### src/ascon_pkg.sv
// Shared types, codes and constants for the ASCON-128 AEAD core (empty AD).
// No dependencies; imported by the controller, the datapath and the top level.
package ascon_pkg;

  // Field widths
  localparam int unsigned DATA_W    = 64;
  localparam int unsigned CNT_W     = 4;
  localparam int unsigned RND_W     = 4;
  localparam int unsigned CFG_IDX_W = 2;
  localparam int unsigned S_TDATA_W = 328;
  localparam int unsigned M_TDATA_W = 200;

  // Initialization vector for ASCON-128
  localparam logic [DATA_W-1:0] ASCON_IV = 64'h80400c0600000000;

  // Round indexes: twelve rounds run 0..11, six rounds run 6..11
  localparam logic [RND_W-1:0] RND_FIRST_FULL = 4'd0;
  localparam logic [RND_W-1:0] RND_FIRST_HALF = 4'd6;
  localparam logic [RND_W-1:0] RND_LAST       = 4'd11;

  // Input item kinds (tuser)
  localparam logic CMD_START = 1'b0;
  localparam logic CMD_DATA  = 1'b1;

  // Configuration register indexes
  localparam logic [CFG_IDX_W-1:0] CFG_KEY_HI  = 2'd0;
  localparam logic [CFG_IDX_W-1:0] CFG_KEY_LO  = 2'd1;
  localparam logic [CFG_IDX_W-1:0] CFG_DECRYPT = 2'd2;

  // Controller states
  typedef enum logic [3:0] {
    ST_IDLE   = 4'b0001,
    ST_ROUND  = 4'b0010,
    ST_FINISH = 4'b0100,
    ST_DONE   = 4'b1000
  } ascon_state_e;

  // What follows the permutation rounds
  typedef enum logic [1:0] {
    KIND_INIT,
    KIND_DATA,
    KIND_FINAL
  } ascon_kind_e;

  // Controller to datapath commands
  typedef struct packed {
    logic             load_init;
    logic             absorb;
    logic             no_msg;
    logic             round_en;
    logic [RND_W-1:0] rnd_idx;
    logic             fin_init;
    logic             fin_tag;
    logic             load_out;
  } ascon_cmd_t;

  // Round constant for round index 0..11
  function automatic logic [7:0] round_const(logic [RND_W-1:0] idx);
    logic [7:0] rc;
    unique case (idx)
      4'd0:    rc = 8'hf0;
      4'd1:    rc = 8'he1;
      4'd2:    rc = 8'hd2;
      4'd3:    rc = 8'hc3;
      4'd4:    rc = 8'hb4;
      4'd5:    rc = 8'ha5;
      4'd6:    rc = 8'h96;
      4'd7:    rc = 8'h87;
      4'd8:    rc = 8'h78;
      4'd9:    rc = 8'h69;
      4'd10:   rc = 8'h5a;
      4'd11:   rc = 8'h4b;
      default: rc = 8'h00;
    endcase
    return rc;
  endfunction

endpackage

### src/ascon_ctrl.sv
// Sequencing controller of the ASCON-128 core: accepts items, counts rounds,
// steers the datapath and owns the output valid flag. Depends on ascon_pkg.
module ascon_ctrl
  import ascon_pkg::*;
(
  input  logic       clk_i,
  input  logic       rst_ni,
  input  logic       in_valid_i,
  input  logic       in_cmd_i,
  input  logic       in_full_i,
  output logic       in_ready_o,
  output logic       out_valid_o,
  input  logic       out_ready_i,
  output ascon_cmd_t cmd_o
);

  ascon_state_e     state_q, state_d;
  ascon_kind_e      kind_q, kind_d;
  logic [RND_W-1:0] rnd_q, rnd_d;
  logic             open_q, open_d;
  logic             out_valid_q, out_valid_d;
  logic             accept;

  assign in_ready_o  = (state_q == ST_IDLE);
  assign out_valid_o = out_valid_q;
  assign accept      = in_valid_i && in_ready_o;

  // Next state and datapath commands
  always_comb begin
    state_d     = state_q;
    kind_d      = kind_q;
    rnd_d       = rnd_q;
    open_d      = open_q;
    out_valid_d = out_valid_q && !out_ready_i;
    cmd_o       = '0;
    cmd_o.rnd_idx = rnd_q;

    unique case (state_q)
      ST_IDLE: begin
        if (accept) begin
          if (in_cmd_i == CMD_START) begin
            cmd_o.load_init = 1'b1;
            rnd_d   = RND_FIRST_FULL;
            kind_d  = KIND_INIT;
            open_d  = 1'b1;
            state_d = ST_ROUND;
          end else if (!open_q) begin
            cmd_o.no_msg = 1'b1;
            state_d = ST_DONE;
          end else if (in_full_i) begin
            cmd_o.absorb = 1'b1;
            rnd_d   = RND_FIRST_HALF;
            kind_d  = KIND_DATA;
            state_d = ST_ROUND;
          end else begin
            cmd_o.absorb = 1'b1;
            rnd_d   = RND_FIRST_FULL;
            kind_d  = KIND_FINAL;
            open_d  = 1'b0;
            state_d = ST_ROUND;
          end
        end
      end
      ST_ROUND: begin
        cmd_o.round_en = 1'b1;
        rnd_d = rnd_q + 1'b1;
        if (rnd_q == RND_LAST) begin
          state_d = (kind_q == KIND_DATA) ? ST_DONE : ST_FINISH;
        end
      end
      ST_FINISH: begin
        if (kind_q == KIND_INIT) begin
          cmd_o.fin_init = 1'b1;
          state_d = ST_IDLE;
        end else begin
          cmd_o.fin_tag = 1'b1;
          state_d = ST_DONE;
        end
      end
      ST_DONE: begin
        // hand over to the output register once it is free
        if (!out_valid_q || out_ready_i) begin
          cmd_o.load_out = 1'b1;
          out_valid_d = 1'b1;
          state_d = ST_IDLE;
        end
      end
      default: begin
        state_d = ST_IDLE;
      end
    endcase
  end

  always_ff @(posedge clk_i or negedge rst_ni) begin
    if (!rst_ni) begin
      state_q     <= ST_IDLE;
      kind_q      <= KIND_DATA;
      rnd_q       <= '0;
      open_q      <= 1'b0;
      out_valid_q <= 1'b0;
    end else begin
      state_q     <= state_d;
      kind_q      <= kind_d;
      rnd_q       <= rnd_d;
      open_q      <= open_d;
      out_valid_q <= out_valid_d;
    end
  end

endmodule

### src/ascon_dp.sv
// Datapath of the ASCON-128 core: configuration registers, 320-bit state,
// one permutation round per cycle, absorb/pad logic and the output register.
// Depends on ascon_pkg.
module ascon_dp
  import ascon_pkg::*;
(
  input  logic                 clk_i,
  input  logic                 rst_ni,
  input  logic                 cfg_we_i,
  input  logic [CFG_IDX_W-1:0] cfg_idx_i,
  input  logic [DATA_W-1:0]    cfg_data_i,
  input  logic [DATA_W-1:0]    nonce_hi_i,
  input  logic [DATA_W-1:0]    nonce_lo_i,
  input  logic [DATA_W-1:0]    data_word_i,
  input  logic [CNT_W-1:0]     byte_count_i,
  input  logic [DATA_W-1:0]    exp_tag_hi_i,
  input  logic [DATA_W-1:0]    exp_tag_lo_i,
  input  ascon_cmd_t           cmd_i,
  output logic [DATA_W-1:0]    data_out_o,
  output logic [CNT_W-1:0]     out_bytes_o,
  output logic                 final_block_o,
  output logic [DATA_W-1:0]    tag_hi_o,
  output logic [DATA_W-1:0]    tag_lo_o,
  output logic                 tag_match_o,
  output logic                 no_message_o
);

  typedef logic [4:0][DATA_W-1:0] state_t;

  function automatic logic [DATA_W-1:0] ror(logic [DATA_W-1:0] v, int unsigned n);
    return (v >> n) | (v << (DATA_W - n));
  endfunction

  // One ASCON permutation round
  function automatic state_t perm_round(state_t s, logic [7:0] rc);
    logic [DATA_W-1:0] a, b, c, d, e, t0, t1, t2, t3, t4;
    state_t r;
    a  = s[0] ^ s[4];
    b  = s[1];
    c  = s[2] ^ {56'd0, rc} ^ s[1];
    d  = s[3];
    e  = s[4] ^ s[3];
    t0 = a ^ (~b & c);
    t1 = b ^ (~c & d);
    t2 = c ^ (~d & e);
    t3 = d ^ (~e & a);
    t4 = e ^ (~a & b);
    t1 = t1 ^ t0;
    t0 = t0 ^ t4;
    t3 = t3 ^ t2;
    t2 = ~t2;
    r[0] = t0 ^ ror(t0, 19) ^ ror(t0, 28);
    r[1] = t1 ^ ror(t1, 61) ^ ror(t1, 39);
    r[2] = t2 ^ ror(t2, 1)  ^ ror(t2, 6);
    r[3] = t3 ^ ror(t3, 10) ^ ror(t3, 17);
    r[4] = t4 ^ ror(t4, 7)  ^ ror(t4, 41);
    return r;
  endfunction

  // Byte masks of a final block: kept message bytes and the padding byte
  function automatic logic [DATA_W-1:0] keep_mask(logic [2:0] cnt);
    logic [DATA_W-1:0] m;
    m = '0;
    for (int i = 0; i < 8; i++) begin
      m[DATA_W-1-8*i -: 8] = (4'(i) < {1'b0, cnt}) ? 8'hff : 8'h00;
    end
    return m;
  endfunction

  function automatic logic [DATA_W-1:0] pad_mask(logic [2:0] cnt);
    logic [DATA_W-1:0] m;
    m = '0;
    for (int i = 0; i < 8; i++) begin
      m[DATA_W-1-8*i -: 8] = (3'(i) == cnt) ? 8'h80 : 8'h00;
    end
    return m;
  endfunction

  logic [DATA_W-1:0] key_hi_q, key_lo_q;
  logic              dec_q;
  state_t            x_q, x_d;

  // Result waiting for the output register
  logic [DATA_W-1:0] pend_data_q, pend_data_d;
  logic [CNT_W-1:0]  pend_bytes_q, pend_bytes_d;
  logic              pend_final_q, pend_final_d;
  logic              pend_nomsg_q, pend_nomsg_d;
  logic              pend_dec_q, pend_dec_d;
  logic              pend_match_q, pend_match_d;
  logic [DATA_W-1:0] exp_hi_q, exp_hi_d, exp_lo_q, exp_lo_d;

  logic [DATA_W-1:0] out_data_q, out_tag_hi_q, out_tag_lo_q;
  logic [CNT_W-1:0]  out_bytes_q;
  logic              out_final_q, out_match_q, out_nomsg_q;

  logic [DATA_W-1:0] keep, pad, msg, x0_abs, out_abs, tag_hi, tag_lo;
  logic [2:0]        cnt;
  logic              full;

  // Configuration registers
  always_ff @(posedge clk_i or negedge rst_ni) begin
    if (!rst_ni) begin
      key_hi_q <= '0;
      key_lo_q <= '0;
      dec_q    <= 1'b0;
    end else if (cfg_we_i) begin
      if (cfg_idx_i == CFG_KEY_HI) key_hi_q <= cfg_data_i;
      if (cfg_idx_i == CFG_KEY_LO) key_lo_q <= cfg_data_i;
      if (cfg_idx_i == CFG_DECRYPT) dec_q <= cfg_data_i[0];
    end
  end

  // Absorb one block: full blocks swap or add the word, short ones pad
  assign full = byte_count_i[CNT_W-1];
  assign cnt  = byte_count_i[2:0];
  assign keep = keep_mask(cnt);
  assign pad  = pad_mask(cnt);
  assign msg  = data_word_i & keep;

  always_comb begin
    if (full) begin
      x0_abs  = dec_q ? data_word_i : (x_q[0] ^ data_word_i);
      out_abs = x_q[0] ^ data_word_i;
    end else if (dec_q) begin
      x0_abs  = (msg | (x_q[0] & ~keep)) ^ pad;
      out_abs = (x_q[0] ^ msg) & keep;
    end else begin
      x0_abs  = x_q[0] ^ (msg | pad);
      out_abs = (x_q[0] ^ msg ^ pad) & keep;
    end
  end

  assign tag_hi = x_q[3] ^ key_hi_q;
  assign tag_lo = x_q[4] ^ key_lo_q;

  // State and pending result update
  always_comb begin
    x_d          = x_q;
    pend_data_d  = pend_data_q;
    pend_bytes_d = pend_bytes_q;
    pend_final_d = pend_final_q;
    pend_nomsg_d = pend_nomsg_q;
    pend_dec_d   = pend_dec_q;
    pend_match_d = pend_match_q;
    exp_hi_d     = exp_hi_q;
    exp_lo_d     = exp_lo_q;
    if (cmd_i.load_init) begin
      x_d[0] = ASCON_IV;
      x_d[1] = key_hi_q;
      x_d[2] = key_lo_q;
      x_d[3] = nonce_hi_i;
      x_d[4] = nonce_lo_i;
    end else if (cmd_i.absorb) begin
      x_d[0]       = x0_abs;
      pend_data_d  = out_abs;
      pend_bytes_d = full ? CNT_W'(8) : {1'b0, cnt};
      pend_final_d = !full;
      pend_nomsg_d = 1'b0;
      pend_dec_d   = dec_q;
      pend_match_d = 1'b0;
      exp_hi_d     = exp_tag_hi_i;
      exp_lo_d     = exp_tag_lo_i;
      if (!full) begin
        x_d[1] = x_q[1] ^ key_hi_q;
        x_d[2] = x_q[2] ^ key_lo_q;
      end
    end else if (cmd_i.no_msg) begin
      pend_data_d  = '0;
      pend_bytes_d = '0;
      pend_final_d = 1'b0;
      pend_nomsg_d = 1'b1;
      pend_match_d = 1'b0;
    end else if (cmd_i.round_en) begin
      x_d = perm_round(x_q, round_const(cmd_i.rnd_idx));
    end else if (cmd_i.fin_init) begin
      x_d[3] = tag_hi;
      x_d[4] = tag_lo ^ 64'd1;
    end else if (cmd_i.fin_tag) begin
      x_d[3]       = tag_hi;
      x_d[4]       = tag_lo;
      pend_match_d = pend_dec_q && (tag_hi == exp_hi_q) && (tag_lo == exp_lo_q);
    end
  end

  always_ff @(posedge clk_i) begin
    x_q          <= x_d;
    pend_data_q  <= pend_data_d;
    pend_bytes_q <= pend_bytes_d;
    pend_final_q <= pend_final_d;
    pend_nomsg_q <= pend_nomsg_d;
    pend_dec_q   <= pend_dec_d;
    pend_match_q <= pend_match_d;
    exp_hi_q     <= exp_hi_d;
    exp_lo_q     <= exp_lo_d;
  end

  // Output register; the tag sits in state words three and four
  always_ff @(posedge clk_i) begin
    if (cmd_i.load_out) begin
      out_data_q   <= pend_data_q;
      out_bytes_q  <= pend_bytes_q;
      out_final_q  <= pend_final_q;
      out_tag_hi_q <= pend_final_q ? x_q[3] : '0;
      out_tag_lo_q <= pend_final_q ? x_q[4] : '0;
      out_match_q  <= pend_final_q && pend_match_q;
      out_nomsg_q  <= pend_nomsg_q;
    end
  end

  assign data_out_o    = out_data_q;
  assign out_bytes_o   = out_bytes_q;
  assign final_block_o = out_final_q;
  assign tag_hi_o      = out_tag_hi_q;
  assign tag_lo_o      = out_tag_lo_q;
  assign tag_match_o   = out_match_q;
  assign no_message_o  = out_nomsg_q;

endmodule

### src/ascon128_aead_no_ad_core.sv
// ASCON-128 AEAD core, empty associated data. One permutation round per cycle.
// Start item: busy for accept, 12 rounds and key add; no result.
// Full data block: accept, 6 rounds, then load into the output register; the next
// item is taken after that load. Final block: accept, 12 rounds plus tag, then load;
// no open message: accept, then load. Output register frees the input side.
// Reset (rst_ni low, asynchronous) clears keys, mode, message-open and valids.
module ascon128_aead_no_ad_core
  import ascon_pkg::*;
(
  input  logic                 clk_i,
  input  logic                 rst_ni,
  // configuration write port
  input  logic                 cfg_we_i,
  input  logic [CFG_IDX_W-1:0] cfg_idx_i,
  input  logic [DATA_W-1:0]    cfg_data_i,
  // input stream
  input  logic                 s_axis_tvalid,
  output logic                 s_axis_tready,
  // nonce_hi[63:0] nonce_lo[127:64] data_word[191:128] byte_count[195:192]
  // expected_tag_hi[259:196] expected_tag_lo[323:260], zero fill [327:324]
  input  logic [S_TDATA_W-1:0] s_axis_tdata,
  // cmd[0]
  input  logic                 s_axis_tuser,
  // output stream
  output logic                 m_axis_tvalid,
  input  logic                 m_axis_tready,
  // data_out[63:0] out_bytes[67:64] tag_hi[131:68] tag_lo[195:132]
  // tag_match[196], zero fill [199:197]
  output logic [M_TDATA_W-1:0] m_axis_tdata,
  // no_message[0]
  output logic                 m_axis_tuser,
  // final_block
  output logic                 m_axis_tlast
);

  ascon_cmd_t        cmd;
  logic [DATA_W-1:0] data_out, tag_hi, tag_lo;
  logic [CNT_W-1:0]  out_bytes;
  logic              tag_match;

  ascon_ctrl u_ctrl (
    .clk_i       (clk_i),
    .rst_ni      (rst_ni),
    .in_valid_i  (s_axis_tvalid),
    .in_cmd_i    (s_axis_tuser),
    .in_full_i   (s_axis_tdata[195]),
    .in_ready_o  (s_axis_tready),
    .out_valid_o (m_axis_tvalid),
    .out_ready_i (m_axis_tready),
    .cmd_o       (cmd)
  );

  ascon_dp u_dp (
    .clk_i         (clk_i),
    .rst_ni        (rst_ni),
    .cfg_we_i      (cfg_we_i),
    .cfg_idx_i     (cfg_idx_i),
    .cfg_data_i    (cfg_data_i),
    .nonce_hi_i    (s_axis_tdata[63:0]),
    .nonce_lo_i    (s_axis_tdata[127:64]),
    .data_word_i   (s_axis_tdata[191:128]),
    .byte_count_i  (s_axis_tdata[195:192]),
    .exp_tag_hi_i  (s_axis_tdata[259:196]),
    .exp_tag_lo_i  (s_axis_tdata[323:260]),
    .cmd_i         (cmd),
    .data_out_o    (data_out),
    .out_bytes_o   (out_bytes),
    .final_block_o (m_axis_tlast),
    .tag_hi_o      (tag_hi),
    .tag_lo_o      (tag_lo),
    .tag_match_o   (tag_match),
    .no_message_o  (m_axis_tuser)
  );

  // Pack the result fields
  assign m_axis_tdata = {3'b000, tag_match, tag_lo, tag_hi, out_bytes, data_out};

`ifndef ASSERT_OFF
  // A rejected data item never closes a message
  a_nomsg_not_final: assert property (@(posedge clk_i) disable iff (!rst_ni)
    m_axis_tvalid && m_axis_tuser |-> !m_axis_tlast && (m_axis_tdata[67:64] == 4'd0))
    else $error("no-message result carries message data");

  // Tags and tag match appear only on the closing result
  a_tag_only_final: assert property (@(posedge clk_i) disable iff (!rst_ni)
    m_axis_tvalid && !m_axis_tlast |-> (m_axis_tdata[196:68] == '0))
    else $error("tag fields set on a non-final result");

  // An ordinary data result always carries a full block
  a_full_bytes: assert property (@(posedge clk_i) disable iff (!rst_ni)
    m_axis_tvalid && !m_axis_tlast && !m_axis_tuser |-> (m_axis_tdata[67:64] == 4'd8))
    else $error("non-final data result with short byte count");
`endif

endmodule

### config.mk
export PLATFORM = sky130hd
export DESIGN_NAME = ascon128_aead_no_ad_core
export DESIGN_NICKNAME = d
export VERILOG_FILES = /design/src/ascon_pkg.sv /design/src/ascon_ctrl.sv /design/src/ascon_dp.sv /design/src/ascon128_aead_no_ad_core.sv
export SDC_FILE = /design/constraint.sdc
export NUM_CORES = 2
export LEC_CHECK = 0
export ABC_AREA = 1
export BUFFER_PORTS_ARGS = -buffer_cell sky130_fd_sc_hd__buf_4
export CORE_MARGIN = 2
export CORE_UTILIZATION = 66
export DETAILED_ROUTE_END_ITERATION = 10
export GPL_ROUTABILITY_DRIVEN = 1
export PLACE_DENSITY = 0.95
export SLEW_MARGIN = 20
export SYNTH_ARGS = -nofsm -noshare
export SYNTH_HDL_FRONTEND = slang
export SYNTH_SLANG_ARGS = --single-unit
### constraint.sdc
create_clock -name clk_i -period 28.6 [get_ports clk_i]
set_clock_uncertainty 0.15 [all_clocks]
set_input_delay 1.43 -clock clk_i [delete_from_list [all_inputs] [get_ports clk_i]]
set_output_delay 1.43 -clock clk_i [all_outputs]
set_load 0.005 [all_outputs]
==> flow_metrics.tcl, run 1 <==
set metrics [dict create \
    outcome "did not finish" \
    failing_step "global routing (5_1_grt)" \
    error_line "[ERROR GRT-0116] Global routing finished with congestion. Check the congestion regions in the DRC Viewer." \
    synthFlopType "edfxtp_1" \
    grt_overflow_total 40 \
    postCtsSetupBuffers 0 \
    synth_cell_types 49 \
    grt_pass1_wl_mm 458.4 \
    cts_resized 0 \
    seq_area_frac_synth 0.4043 \
    synth_top_area_share 0.3248 \
    post-dp-hpwl_mm 213.6 \
    placed_cells 9938 \
    cts_buffers 91 \
    die_h_um 306.9 \
    gp_congestion 1.504 \
    num_io_pins 604 \
    ys_async_sr_fraction 0.1640 \
    synth-seq-cells 860 \
    syn-cell-area_mm2 0.06055 \
    clock_path_buffers 3 \
    synth_most_common_cell "nand2_1" \
    grt_pass1_vias 66950 \
    die_w_um 306.9 \
    grt_max_degree 202 \
    hold_buffers 0 \
    place_ws_ns 23.23 \
    synth_edf_count 655 \
    htree_levels 3 \
    synthTopCellsByArea "edfxtp_1, nand2_1, dfrtp_1" \
    ctsRootBufferMaster "clkbuf_16" \
    synth_top_cell_by_area "edfxtp_1" \
    grt_usage 0.6771 \
    start_util 0.6636 \
    ys_warn_count 0 \
    io_buffers 596 \
    synth.avg_cell_area_um2 7.250 \
    synthCells 8352 \
    synth_commonest_cells "nand2_1, inv_1, edfxtp_1, o21ai_0, nand3_1" \
    cts.sinks 860 \
    rows 111 \
]
==> metal layers <==
metal	GRT overflow	GRT usage
met1	0	0.6892
met2	19	0.8184
met3	3	0.5687
met4	18	0.5980
met5	0	0.3220
==> stage by stage <==
stage | hold WS [ns] | area (um^2) | util
2_1_floorplan | 0.2503 | 60560 | -
3_3_place_gp | 0.2540 | 65810 | 0.7212
3_5_place_dp | 0.2545 | 65820 | 0.7213
4_1_cts | 0.2582 | 68890 | 0.7550
==> kinds of logic after synthesis <==
kind of cell    synth area share
simple gates              0.2926
flops                     0.4043
other cells           0.00006193
buf+inv                  0.07013
xor+xnor                  0.1135
fa+ha+maj                0.02666
compound gates           0.09278
==> run 2: changes to the inputs <==
- CORE_UTILIZATION: 66 -> 40
- PLACE_DENSITY: 0.95 -> unset
- PLACE_DENSITY_LB_ADDON: unset -> 0.15
==> run 2 against run 1 <==
  * The run now ends clean
  * Area after synthesis is the same
  * Synthesized cell count is the same
==> flow_metrics.tcl, run 2 <==
set metrics [dict create \
    grt_max_degree 151 \
    drc_errors 0 \
    synth_commonest_cells "nand2_1, inv_1, edfxtp_1, o21ai_0, nand3_1" \
    synth_top_cell_by_area "edfxtp_1" \
    layout-drive-gt1-share 0.1031 \
    ys_warn_count 0 \
    synth.avg_cell_area_um2 7.250 \
    die_h_um 393.1 \
    wl_mm 347.4 \
    cts_tree "built" \
    grt_pass1_wl_mm 456.8 \
    endpoint_kind "flip-flop" \
    clk_pin_slew_ns 0.06 \
    synth_edf_count 655 \
    ctsRootBufferMaster "clkbuf_16" \
    hold_violations 0 \
    ant_nets 0 \
    final_cell_mix "nand2_1, inv_1, buf_4, edfxtp_1, o21ai_0" \
    cts_resized 0 \
    slew_headroom 0.1071 \
    cts.sinks 860 \
    drv_slew 0 \
    rsz0062_at_grt "false" \
    cp_max_fo 6 \
    fin_nets 9440 \
    synth_top_area_share 0.3248 \
    layout_commonest_cell "nand2_1" \
    num_vias 62300 \
    startpoint_type "flip-flop" \
    worstMarginPinSlew_ns 1.325 \
    outcome "finished, final reports clean" \
    setup_viol 0 \
    synth_cell_types 49 \
    synth_most_common_cell "nand2_1" \
    io_buffers 596 \
    die_w_um 393.1 \
    synthTopCellsByArea "edfxtp_1, nand2_1, dfrtp_1" \
    final.setup.tns_ns 0 \
    wire_per_inst_um 31.50 \
    largest-register "u_dp.x_q" \
    largest_reg_flops 264 \
    area_growth_pct 16.77 \
    seq_area_frac_synth 0.4043 \
    fin_crit_ns 4.557 \
    grt_pass1_vias 55480 \
    core_area_mm2 0.1501 \
    cts_buffers 98 \
    drv_cap 0 \
    crit_type "reg2reg" \
    clock_path_buffers 3 \
    postCtsSetupBuffers 0 \
    start_util 0.4033 \
    gp_congestion 1.110 \
    grt_antenna_before_repair 24 \
    grt_overflow_total 0 \
    hold_buffers 0 \
    ys_async_sr_fraction 0.1640 \
    max_freq_mhz 219.4 \
    htree_levels 3 \
    routed_via_density 5.650 \
    dieArea_mm2 0.1545 \
    drtPass1Iterations 6 \
    syn-cell-area_mm2 0.06055 \
    clock_latency_ns 0.77 \
    synth-seq-cells 860 \
    hold_class "reg2reg" \
    synthFlopType "edfxtp_1" \
    grt_usage 0.4394 \
    min_period_over_period 0.1593 \
    post-dp-hpwl_mm 288.6 \
    drtIter0Drc 8633 \
    critPathArrivalTime_ns 5.03 \
    synthCells 8352 \
    num_io_pins 604 \
    cp_data_required_time_ns 29.07 \
    rows 142 \
]
run 2: metal layers:
metal | GRT usage | part of all wire | vias up
met3 | 0.09775 | 0.11 | 810
met2 | 0.6290 | 0.41 | 3772
li1 | - | - | 27930
met5 | 0.005742 | 0.00068 | -
met4 | 0.3556 | 0.097 | 18
met1 | 0.5669 | 0.39 | 29770
run 2: worst paths after layout:
kind / startpoint / to / slack, ns / depth (start not counted)
max in group asynchronous: rst_ni / u_dp.dec_q / 26.43 / 2
min reg2reg: u_dp.pend_data_q[0] / u_dp.data_out_o[0] / 0.27 / 0
max reg2reg: flip-flop / u_dp.x_q[106] / 24.04 / 12
max: flip-flop / u_dp.x_q[106] / 24.04 / 12
min: u_dp.pend_data_q[0] / u_dp.data_out_o[0] / 0.27 / 0
min in group asynchronous: rst_ni / u_dp.key_hi_q[56] / 0.49 / 1
run 2: worst max-delay path: stages (launching register included):
cell and delay (ns):
dfxtp_1 0.97, inv_1 0.14, nand2_1 0.12, nand2_1 0.11, nand2_1 0.08, nand2_1 0.37
xor2_2 0.94, inv_1 0.41, nand2_1 0.19, nand3_1 0.42, nand2_1 0.27, o21ai_0 0.11
nand2_1 0.11
run 2: metrics by stage:
stage	hold slack [ns]	worst slack, ns	instance area (um^2)	cells	utilization
finish	0.2667	24.04	70710	11030	0.4710
global route	0.2706	23.85	70680	11020	0.4708
CTS	0.2659	24.13	70610	11010	0.4703
detailed placement	0.2545	23.36	67420	10830	0.4491
global placement	0.2505	23.40	67410	10830	0.4490
floorplan	0.2503	16.56	60560	8354	-
run 2: cells by family (layout without fill, tap and decap cells):
| group | Yosys count | count (layout) | share of synthesized area |
|---|---|---|---|
| flops | 860 | 860 | 0.4043 |
| buf+inv | 1071 | 1714 | 0.07013 |
| simple gates | 4447 | 4447 | 0.2926 |
| fa+ha+maj | 129 | 129 | 0.02666 |
| xor+xnor | 769 | 769 | 0.1135 |
| compound gates | 1075 | 1075 | 0.09278 |
| other cells | 1 | 16 | 0.00006193 |
run 2: cell type report:
cell class                 instances  area [um^2]
clock inverter                    52        496.7
clock buffer                     134         2690
antenna                           13        32.53
inverter                         833         3142
tap                             2016         2522
timing repair buffer             695         5271
multi-input combinational       6423        32070
fill                           15090        79430
sequential                       860        24480
Power of run 2 is left out: the tool's default activity adds up to more than one toggle a clock period on the data nets, which glitch-free logic cannot reach.
